[src/hw/rtl/jlcg_pkg.sv]
// ----------------------------------------------------------------------------
// jlcg_pkg
// Shared constants, opcodes and controller/datapath interface types for the
// 48-bit linear congruential random source.
// ----------------------------------------------------------------------------
`default_nettype none
package jlcg_pkg;

  localparam int unsigned StateW = 48;
  localparam logic [StateW-1:0] LcgMult  = 48'h0005_DEEC_E66D;
  localparam logic [StateW-1:0] LcgAdd   = 48'h0000_0000_000B;
  localparam logic [StateW-1:0] LcgScram = 48'h0005_DEEC_E66D;

  // operation codes
  localparam logic [2:0] FuncReseed = 3'd0;
  localparam logic [2:0] FuncBits   = 3'd1;
  localparam logic [2:0] FuncBound  = 3'd2;
  localparam logic [2:0] FuncLong   = 3'd3;
  localparam logic [2:0] FuncBool   = 3'd4;

  // datapath commands
  typedef enum logic [2:0] {
    CMD_NONE   = 3'd0,
    CMD_LOAD   = 3'd1,  // capture input operands
    CMD_RESEED = 3'd2,  // load state from seed
    CMD_MUL_LO = 3'd3,  // state low half product
    CMD_MUL_HI = 3'd4,  // finish advance
    CMD_DIV    = 3'd5,  // one restoring division step
    CMD_FINISH = 3'd6,  // form result
    CMD_SAVEHI = 3'd7   // keep first long draw
  } jlcg_op_t;

  typedef enum logic [2:0] {
    RES_ZERO  = 3'd0,
    RES_BITS  = 3'd1,
    RES_POW2  = 3'd2,
    RES_REM   = 3'd3,
    RES_LONG  = 3'd4,
    RES_ERROR = 3'd5,
    RES_BOOL  = 3'd6
  } jlcg_res_t;

  typedef struct packed {
    jlcg_op_t  op;
    jlcg_res_t res;
    logic      div_init;
  } jlcg_cmd_t;

  typedef struct packed {
    logic [2:0] func;
    logic       bad_bound;
    logic       pow2;
    logic       div_done;
    logic       reject;
  } jlcg_sts_t;

endpackage
`default_nettype wire

[src/hw/rtl/jlcg_datapath.sv]
// ----------------------------------------------------------------------------
// jlcg_datapath
// State register, low/high-step LCG advance using a split 24-bit multiply, a
// bit-serial 31-bit divider for the rejection loop and the result register.
// ----------------------------------------------------------------------------
`default_nettype none
module jlcg_datapath
  import jlcg_pkg::*;
(
  input  wire logic              clk,
  input  wire logic              rst_n,
  input  wire logic [2:0]        in_func,
  input  wire logic [5:0]        in_bit_count,
  input  wire logic [31:0]       in_bound,
  input  wire logic [63:0]       in_seed_value,
  input  wire jlcg_cmd_t         cmd,
  output jlcg_sts_t              sts,
  output logic [63:0]            res_value,
  output logic                   res_error
);

  logic [StateW-1:0] state_r, state_nxt;
  logic [2:0]  func_r;
  logic [5:0]  cnt_r;
  logic [31:0] bound_r;
  logic [63:0] seed_r;
  logic [47:0] plo_r;
  logic [31:0] hi_r;
  logic [30:0] quo_r;   // dividend bits shifted out
  logic [31:0] rem_r;
  logic [4:0]  dstep_r;
  logic [63:0] value_r;
  logic        error_r;

  // advance split: s*M = slo*M + (shi*M)<<24 mod 2^48
  logic [47:0] prod_lo, prod_hi;
  assign prod_lo = {24'd0, state_r[23:0]} * LcgMult;
  assign prod_hi = {24'd0, state_r[47:24]} * LcgMult;

  // draws from the current state
  logic [5:0]  cnt_sat;
  logic [31:0] draw_n, draw31, draw32;
  logic [63:0] shifted;
  assign cnt_sat = (cnt_r > 6'd32) ? 6'd32 : cnt_r;
  assign shifted = {16'd0, state_r} >> (6'd48 - cnt_sat);
  assign draw_n  = shifted[31:0];
  assign draw31  = {1'b0, state_r[47:17]};
  assign draw32  = state_r[47:16];

  // one restoring division step
  logic [31:0] rem_sh;
  logic        ge;
  assign rem_sh = {rem_r[30:0], quo_r[30]};
  assign ge     = rem_sh >= bound_r;

  logic [31:0] chk;
  assign chk = draw31 - rem_r + (bound_r - 32'd1);

  logic [63:0] pow2_prod;
  assign pow2_prod = {32'd0, bound_r} * {32'd0, draw31};

  // datapath registers
  always_ff @(posedge clk) begin
    if (!rst_n) begin
      state_r <= LcgScram;
    end else begin
      state_r <= state_nxt;
    end
    unique case (cmd.op)
      CMD_LOAD: begin
        func_r  <= in_func;
        cnt_r   <= in_bit_count;
        bound_r <= in_bound;
        seed_r  <= in_seed_value;
      end
      CMD_MUL_LO: plo_r <= prod_lo;
      CMD_SAVEHI: hi_r  <= draw32;
      CMD_DIV: begin
        if (cmd.div_init) begin
          quo_r   <= draw31[30:0];
          rem_r   <= 32'd0;
          dstep_r <= 5'd0;
        end else begin
          quo_r   <= {quo_r[29:0], 1'b0};
          rem_r   <= ge ? rem_sh - bound_r : rem_sh;
          dstep_r <= dstep_r + 5'd1;
        end
      end
      CMD_FINISH: begin
        error_r <= (cmd.res == RES_ERROR);
        case (cmd.res)
          RES_BITS: value_r <= (cnt_r == 6'd0) ? 64'd0 : {{32{draw_n[31]}}, draw_n};
          RES_POW2: value_r <= {{32{pow2_prod[62]}}, pow2_prod[62:31]};
          RES_REM:  value_r <= {32'd0, rem_r};
          RES_LONG: value_r <= {hi_r, 32'd0} + {{32{draw32[31]}}, draw32};
          RES_BOOL: value_r <= {63'd0, state_r[47]};
          default:  value_r <= 64'd0;
        endcase
      end
      default: ;
    endcase
  end

  // state next value
  always_comb begin
    state_nxt = state_r;
    unique case (cmd.op)
      CMD_RESEED: state_nxt = seed_r[47:0] ^ LcgScram;
      CMD_MUL_HI: state_nxt = plo_r + {prod_hi[23:0], 24'd0} + LcgAdd;
      default: ;
    endcase
  end

  // status to controller
  assign sts.func      = func_r;
  assign sts.bad_bound = (bound_r == 32'd0) || bound_r[31];
  assign sts.pow2      = ((bound_r & (bound_r - 32'd1)) == 32'd0);
  assign sts.div_done  = (dstep_r == 5'd30);
  assign sts.reject    = chk[31];
  assign res_value     = value_r;
  assign res_error     = error_r;

endmodule
`default_nettype wire

[src/hw/rtl/jlcg_ctrl.sv]
// ----------------------------------------------------------------------------
// jlcg_ctrl
// Sequencer: accepts a transaction, steps the datapath through advances,
// division and result forming, and holds the result until taken.
// ----------------------------------------------------------------------------
`default_nettype none
module jlcg_ctrl
  import jlcg_pkg::*;
(
  input  wire logic      clk,
  input  wire logic      rst_n,
  input  wire logic      in_valid,
  output logic           in_ready,
  output logic           out_valid,
  input  wire logic      out_ready,
  input  wire jlcg_sts_t sts,
  output jlcg_cmd_t      cmd
);

  typedef enum logic [8:0] {
    S_IDLE  = 9'b000000001,
    S_DEC   = 9'b000000010,
    S_MLO   = 9'b000000100,
    S_MHI   = 9'b000001000,
    S_DINIT = 9'b000010000,
    S_DIV   = 9'b000100000,
    S_CHK   = 9'b001000000,
    S_FIN   = 9'b010000000,
    S_OUT   = 9'b100000000
  } state_t;

  state_t state_r, state_nxt;
  logic   second_r, second_nxt;  // long: second draw pending

  assign in_ready  = (state_r == S_IDLE);
  assign out_valid = (state_r == S_OUT);

  // result selection by operation
  jlcg_res_t res_sel;
  always_comb begin
    case (sts.func)
      FuncBits:  res_sel = RES_BITS;
      FuncBound: res_sel = sts.bad_bound ? RES_ERROR : (sts.pow2 ? RES_POW2 : RES_REM);
      FuncLong:  res_sel = RES_LONG;
      FuncBool:  res_sel = RES_BOOL;
      default:   res_sel = RES_ZERO;
    endcase
  end

  // next state and commands
  always_comb begin
    state_nxt    = state_r;
    second_nxt   = second_r;
    cmd.op       = CMD_NONE;
    cmd.res      = res_sel;
    cmd.div_init = 1'b0;
    unique case (state_r)
      S_IDLE: begin
        if (in_valid) begin
          cmd.op     = CMD_LOAD;
          second_nxt = 1'b0;
          state_nxt  = S_DEC;
        end
      end
      S_DEC: begin
        if (sts.func == FuncReseed) begin
          cmd.op    = CMD_RESEED;
          state_nxt = S_FIN;
        end else if ((sts.func == FuncBound && !sts.bad_bound) || sts.func == FuncBits
                     || sts.func == FuncLong || sts.func == FuncBool) begin
          state_nxt = S_MLO;
        end else begin
          state_nxt = S_FIN;
        end
      end
      S_MLO: begin
        cmd.op    = CMD_MUL_LO;
        state_nxt = S_MHI;
      end
      S_MHI: begin
        cmd.op = CMD_MUL_HI;
        if (sts.func == FuncLong && !second_r) begin
          state_nxt = S_FIN;
        end else if (sts.func == FuncBound && !sts.pow2) begin
          state_nxt = S_DINIT;
        end else begin
          state_nxt = S_FIN;
        end
      end
      S_DINIT: begin
        cmd.op       = CMD_DIV;
        cmd.div_init = 1'b1;
        state_nxt    = S_DIV;
      end
      S_DIV: begin
        cmd.op = CMD_DIV;
        if (sts.div_done) state_nxt = S_CHK;
      end
      S_CHK: begin
        state_nxt = sts.reject ? S_MLO : S_FIN;
      end
      S_FIN: begin
        if (sts.func == FuncLong && !second_r) begin
          cmd.op     = CMD_SAVEHI;
          second_nxt = 1'b1;
          state_nxt  = S_MLO;
        end else begin
          cmd.op    = CMD_FINISH;
          state_nxt = S_OUT;
        end
      end
      S_OUT: begin
        if (out_ready) state_nxt = S_IDLE;
      end
      default: state_nxt = S_IDLE;
    endcase
  end

  // control registers
  always_ff @(posedge clk) begin
    if (!rst_n) begin
      state_r  <= S_IDLE;
      second_r <= 1'b0;
    end else begin
      state_r  <= state_nxt;
      second_r <= second_nxt;
    end
  end

  // checks
  a_ready_excl: assert property (@(posedge clk) disable iff (!rst_n)
    !(in_ready && out_valid)) else $error("ready and result valid together");
  a_out_hold: assert property (@(posedge clk) disable iff (!rst_n)
    out_valid && !out_ready |=> out_valid) else $error("result dropped");
  a_div_end: assert property (@(posedge clk) disable iff (!rst_n)
    state_r == S_DIV && sts.div_done |=> state_r == S_CHK) else $error("divider overrun");
  a_accept: assert property (@(posedge clk) disable iff (!rst_n)
    in_valid && in_ready |=> state_r == S_DEC) else $error("accept lost");

endmodule
`default_nettype wire

[src/hw/rtl/java_lcg_random_source_core.sv]
// ----------------------------------------------------------------------------
// java_lcg_random_source_core
// 48-bit linear congruential random source with reseed, n-bit, bounded,
// long and boolean draws; one result per transaction.
// ----------------------------------------------------------------------------
// reseed/no-op/error need no LCG advance; n-bit, bounded and boolean draws take
// one advance, long two; a non-power-of-two bound runs a 31-step serial divider per redraw
// one transaction in flight; next accepted the cycle after the result is taken
// each LCG advance is a low and a high step through a 24x48 multiplier
// synchronous active-low reset loads the scrambled zero seed
`default_nettype none
module java_lcg_random_source_core
  import jlcg_pkg::*;
(
  input  wire logic        clk,
  input  wire logic        rst_n,
  input  wire logic        in_valid,
  output logic             in_ready,
  input  wire logic [2:0]  in_func,
  input  wire logic [5:0]  in_bit_count,
  input  wire logic [31:0] in_bound,
  input  wire logic [63:0] in_seed_value,
  output logic             out_valid,
  input  wire logic        out_ready,
  output logic [63:0]      out_value,
  output logic             out_error
);

  jlcg_cmd_t cmd;
  jlcg_sts_t sts;

  // sequencer
  jlcg_ctrl u_ctrl (
    .clk       (clk),
    .rst_n     (rst_n),
    .in_valid  (in_valid),
    .in_ready  (in_ready),
    .out_valid (out_valid),
    .out_ready (out_ready),
    .sts       (sts),
    .cmd       (cmd)
  );

  // datapath
  jlcg_datapath u_dp (
    .clk           (clk),
    .rst_n         (rst_n),
    .in_func       (in_func),
    .in_bit_count  (in_bit_count),
    .in_bound      (in_bound),
    .in_seed_value (in_seed_value),
    .cmd           (cmd),
    .sts           (sts),
    .res_value     (out_value),
    .res_error     (out_error)
  );

endmodule
`default_nettype wire

[config.mk]
export PLATFORM = sky130hd
export DESIGN_NAME = java_lcg_random_source_core
export DESIGN_NICKNAME = d
export VERILOG_FILES = /design/src/hw/rtl/jlcg_pkg.sv /design/src/hw/rtl/jlcg_datapath.sv /design/src/hw/rtl/jlcg_ctrl.sv /design/src/hw/rtl/java_lcg_random_source_core.sv
export SDC_FILE = /design/constraint.sdc
export NUM_CORES = 2
export LEC_CHECK = 0
export ABC_AREA = 0
export BUFFER_PORTS_ARGS = -buffer_cell sky130_fd_sc_hd__buf_4
export CORE_ASPECT_RATIO = 0.9
export CORE_MARGIN = 4
export CORE_UTILIZATION = 40
export CTS_CLUSTER_DIAMETER = 100
export CTS_CLUSTER_SIZE = 24
export DETAILED_ROUTE_END_ITERATION = 8
export PLACE_DENSITY = 0.62
export RECOVER_POWER = 25
export SETUP_SLACK_MARGIN = 0.5
export SLEW_MARGIN = 25
export SYNTH_ARGS = -nofsm -noshare
export SYNTH_HDL_FRONTEND = slang
export SYNTH_SLANG_ARGS = --single-unit
export TNS_END_PERCENT = 100
[constraint.sdc]
create_clock -name clk -period 9.6 [get_ports clk]
set_input_delay 1.92 -clock clk [delete_from_list [all_inputs] [get_ports clk]]
set_output_delay 1.92 -clock clk [all_outputs]
set_load 0.01 [all_outputs]
==> results by group <==
Outcome
  – Result of the run: complete, but fails checks
  – Failing checks: capacitance limit, slew limit

STA
  – Number of slew-limit violations in the final report: around 270
  – Setup clock skew after layout: 0.0329 ns
  – Setup repair after global routing missed its margin: no
  – Post-route fraction of the period consumed by the critical path: 94.9%
  – Min cycle time layout: roughly 9 ns
  – Setup slack of the critical path after layout: 0.493 ns
  – Number of setup violations in the final report: 0
  – Post-route worst hold slack: 0.495 ns
  – Max-Slew Margin vs Limit: -118%
  – Final Hold Viols: 0
  – Actual slew at the worst max-slew pin: roughly 3.3 ns
  – Maximum clock rate: ~110 MHz
  – Total negative slack: 0 ns

Logic synthesis
  – Number of cells produced by synthesis: around 7400
  – Main synth FF type: sky130_fd_sc_hd__edfxtp_1
  – Fraction of post-synthesis cell area in the top cell type by area: 38.1%
  – Library cell with the highest instance count after synthesis: sky130_fd_sc_hd__inv_1
  – Largest area contributor in the netlist: sky130_fd_sc_hd__fa_1
  – Top cells by area in the synthesized netlist: sky130_fd_sc_hd__fa_1 (38%), sky130_fd_sc_hd__ha_1 (13%), sky130_fd_sc_hd__edfxtp_1 (13%)
  – Most instantiated cells after synthesis: sky130_fd_sc_hd__inv_1 (1540), sky130_fd_sc_hd__fa_1 (1358), sky130_fd_sc_hd__nand2_1 (763), sky130_fd_sc_hd__ha_1 (725), sky130_fd_sc_hd__nor2_1 (403)
  – Number of synthesized register bits: 360
  – Synthesized Nets: 9608
  – Number of enable flip-flop cells after synthesis: 302
  – Sequential cell area fraction in the yosys report: around 14%
  – Syn Area/Cell: around 9.6 µm²
  – Netlist area before placement: slightly above 70000 µm²
  – Synthesis Warnings: 0
  – Number of distinct library cells after synthesis: 86
  – FFs w/ async S/R, synth: 0%

Detailed routing
  – Via density: ~5.4
  – DRT antenna net count: 0
  – Number of DRC markers after the initial detailed-route iteration: 4694
  – First-pass DRT Iterations: 6
  – Final routed wire length divided by cell count: 24.2 µm
  – Detailed Route WL: approximately 240 mm
  – Vias: 53500
  – DRC violation count after routing: 0

Place
  – Number of cells in the design after placement: 9806
  – Worst setup slack before clock tree synthesis: 0.242 ns
  – Sum of net half-perimeters after detailed placement: 195 mm
  – Final GP Congestion: between 1 and 1.5
  – Number of port buffers: 159

Cells and area
  – Post-layout instance count excluding filler cells: about 10000
  – Share of post-route cells with drive strength above 1: 6.05%
  – Final-stage net count: 9664
  – Syn-to-layout area delta: 7.53%
  – Filler cell count in the final layout: between 15000 and 20000

Floorplan
  – Starting density of the core: just over 40%
  – Horizontal die dimension: approximately 450 µm
  – Die boundary height: 409 µm
  – Core Rows: 146
  – Total I/O pin count: 176
  – Total die area: 185000 µm²
  – Area of the placeable core: 177000 µm²

Global routing
  – Total grt overflow: 0
  – Antenna violations before repair: 13
  – Largest net degree at the start of global routing: 69
  – Number of global-route vias before repair: 56200
  – First-pass GRT wire length: 360 mm
  – Global Route Usage Sum: 25.9%

Setup path
  – Worst EP required: 9.97 ns
  – Critical path's slowest cell: sky130_fd_sc_hd__clkbuf_1
  – Worst Path Arrival: 9.47 ns
  – Total buffers and inverters traversed by the critical path: 6
  – Register-to-Register Setup Slack: just under 0.5 ns
  – Cell mode on critical path: sky130_fd_sc_hd__fa_1
  – Worst-path fanout max: 33
  – Cell family contributing the most delay on the critical path: adder cells
  – Critical path's largest stage delay: 0.83 ns
  – Setup crit start kind: flop
  – Kind of capture point of the worst setup path: flop
  – Critical setup path kind: flop to flop

Clock tree
  – Max clock buf depth: 3
  – Clock-pin slew on the worst setup and hold paths: 0.10 ns
  – Total number of clock tree sinks: 360
  – Skew-Pair Late Insertion Delay: a little under 0.7 ns
  – TritonCTS clock tree: yes
  – CTS root buf: sky130_fd_sc_hd__clkbuf_16
  – H-tree lvl count: 1
  – TritonCTS Buffers: 26
  – Count of hold buffers inserted by post-cts repair: 0

Flow run
  – Number of max-cap violations: 9

Hold path
  – Type of the most critical hold path: flop to flop
registers in the layout, summed over array words and instances (netlist names), 31 cells and up:
signal          count
u_dp.res_value     64
u_dp.rem_r         32
u_dp.state_r       48
u_dp.plo_r         48
u_dp.bound_r       32
u_dp.seed_r        48
u_dp.hi_r          32
u_dp.quo_r         31
stage by stage:
stage / util (%) / area [µm²]
after floorplan: - / 71400
after global placement: 42.9 / 75700
after detailed placement: 42.9 / 75700
after CTS: 43.4 / 76700
after global routing: 43.4 / 76700
final: 43.4 / 76700
cells in the final DEF (no fill, tap or decap), types with 203 or more instances in the layout:
| cell type | Yosys | final |
|---|---|---|
| sky130_fd_sc_hd__ha_1 | 725 | 724 |
| sky130_fd_sc_hd__and2_1 | 330 | 327 |
| sky130_fd_sc_hd__o21ai_0 | 203 | 203 |
| sky130_fd_sc_hd__buf_4 | 1 | 231 |
| sky130_fd_sc_hd__a21oi_1 | 211 | 210 |
| sky130_fd_sc_hd__edfxtp_1 | 302 | 302 |
| sky130_fd_sc_hd__nor2_1 | 403 | 400 |
| sky130_fd_sc_hd__inv_1 | 1540 | 1537 |
| sky130_fd_sc_hd__nand2_1 | 763 | 762 |
| sky130_fd_sc_hd__fa_1 | 1358 | 1358 |
per-layer routing:
metal | share of wire (%) | vias to the layer above | track usage (%)
li1 | - | 23400 | -
met3 | 8.8 | 412 | 4.84
met4 | 4.4 | 8 | 9.47
met5 | 0.021 | - | 0
met2 | 44 | 2351 | 40.0
met1 | 43 | 27400 | 36.2
cell families (layout without fill, tap and decap cells):
kind of cell / after synthesis / count (layout) / share of synthesized area, %
adder cells (fa/ha/maj): 2083 / 2083 / 50.8
AND/OR/NAND/NOR: 1879 / 1879 / 12.2
AO/OA/AOI/OAI: 852 / 852 / 7.83
buffers and inverters: 1870 / 1946 / 9.94
other: 0 / 3 / 0
multiplexers: 156 / 156 / 2.21
flip-flops: 360 / 360 / 14.3
XOR/XNOR: 216 / 216 / 2.65
worst register-to-register path, cell delays in order, from the launching register on:
cell and delay, ns:
sky130_fd_sc_hd__dfxtp_4 0.52, sky130_fd_sc_hd__clkbuf_1 0.84, sky130_fd_sc_hd__nand2_1 0.22, sky130_fd_sc_hd__fa_1 0.46, sky130_fd_sc_hd__inv_1 0.07, sky130_fd_sc_hd__fa_1 0.40
sky130_fd_sc_hd__inv_1 0.08, sky130_fd_sc_hd__fa_1 0.43, sky130_fd_sc_hd__fa_1 0.52, sky130_fd_sc_hd__inv_1 0.06, sky130_fd_sc_hd__fa_1 0.59, sky130_fd_sc_hd__fa_1 0.46
sky130_fd_sc_hd__fa_1 0.52, sky130_fd_sc_hd__fa_1 0.42, sky130_fd_sc_hd__ha_1 0.33, sky130_fd_sc_hd__and3_1 0.25, sky130_fd_sc_hd__o2111ai_1 0.15, sky130_fd_sc_hd__a2111oi_2 0.07
sky130_fd_sc_hd__buf_4 0.17, sky130_fd_sc_hd__o311ai_2 0.55, sky130_fd_sc_hd__nand2_1 0.34, sky130_fd_sc_hd__a31oi_4 0.35, sky130_fd_sc_hd__o31ai_1 0.20, sky130_fd_sc_hd__a311oi_4 0.39
sky130_fd_sc_hd__buf_12 0.22, sky130_fd_sc_hd__o21ai_0 0.20
what timing repair did:
action | in CTS | in global routing
endpoints found under the setup margin | 36 | 54
setup buffers | 0 | 6
resized for setup | 1 | 15
final cells by class:
cell class	count	area, µm²	share of cell area [%]
multi-input cells	5186	54100	70.6
clock inverters	15	297	0.386
well taps	2368	2960	3.86
repair buffers	337	2490	3.25
clock buffers	33	677	0.882
diodes	3	7.51	0.00978
inverters	1561	5900	7.69
flip-flops and latches	360	10300	13.4
final timing paths:
check | from | depth (start not counted) | end
hold reg to reg | u_ctrl.second_r | 2 | u_ctrl.second_r
setup / recovery | u_dp.state_r[33] | 25 | u_dp.res_value[60]
hold / removal | u_ctrl.second_r | 2 | u_ctrl.second_r
setup reg to reg | u_dp.state_r[33] | 25 | u_dp.res_value[60]
Power is left out: the tool's default activity adds up to more than one toggle a clock period on the data nets, which glitch-free logic cannot reach.
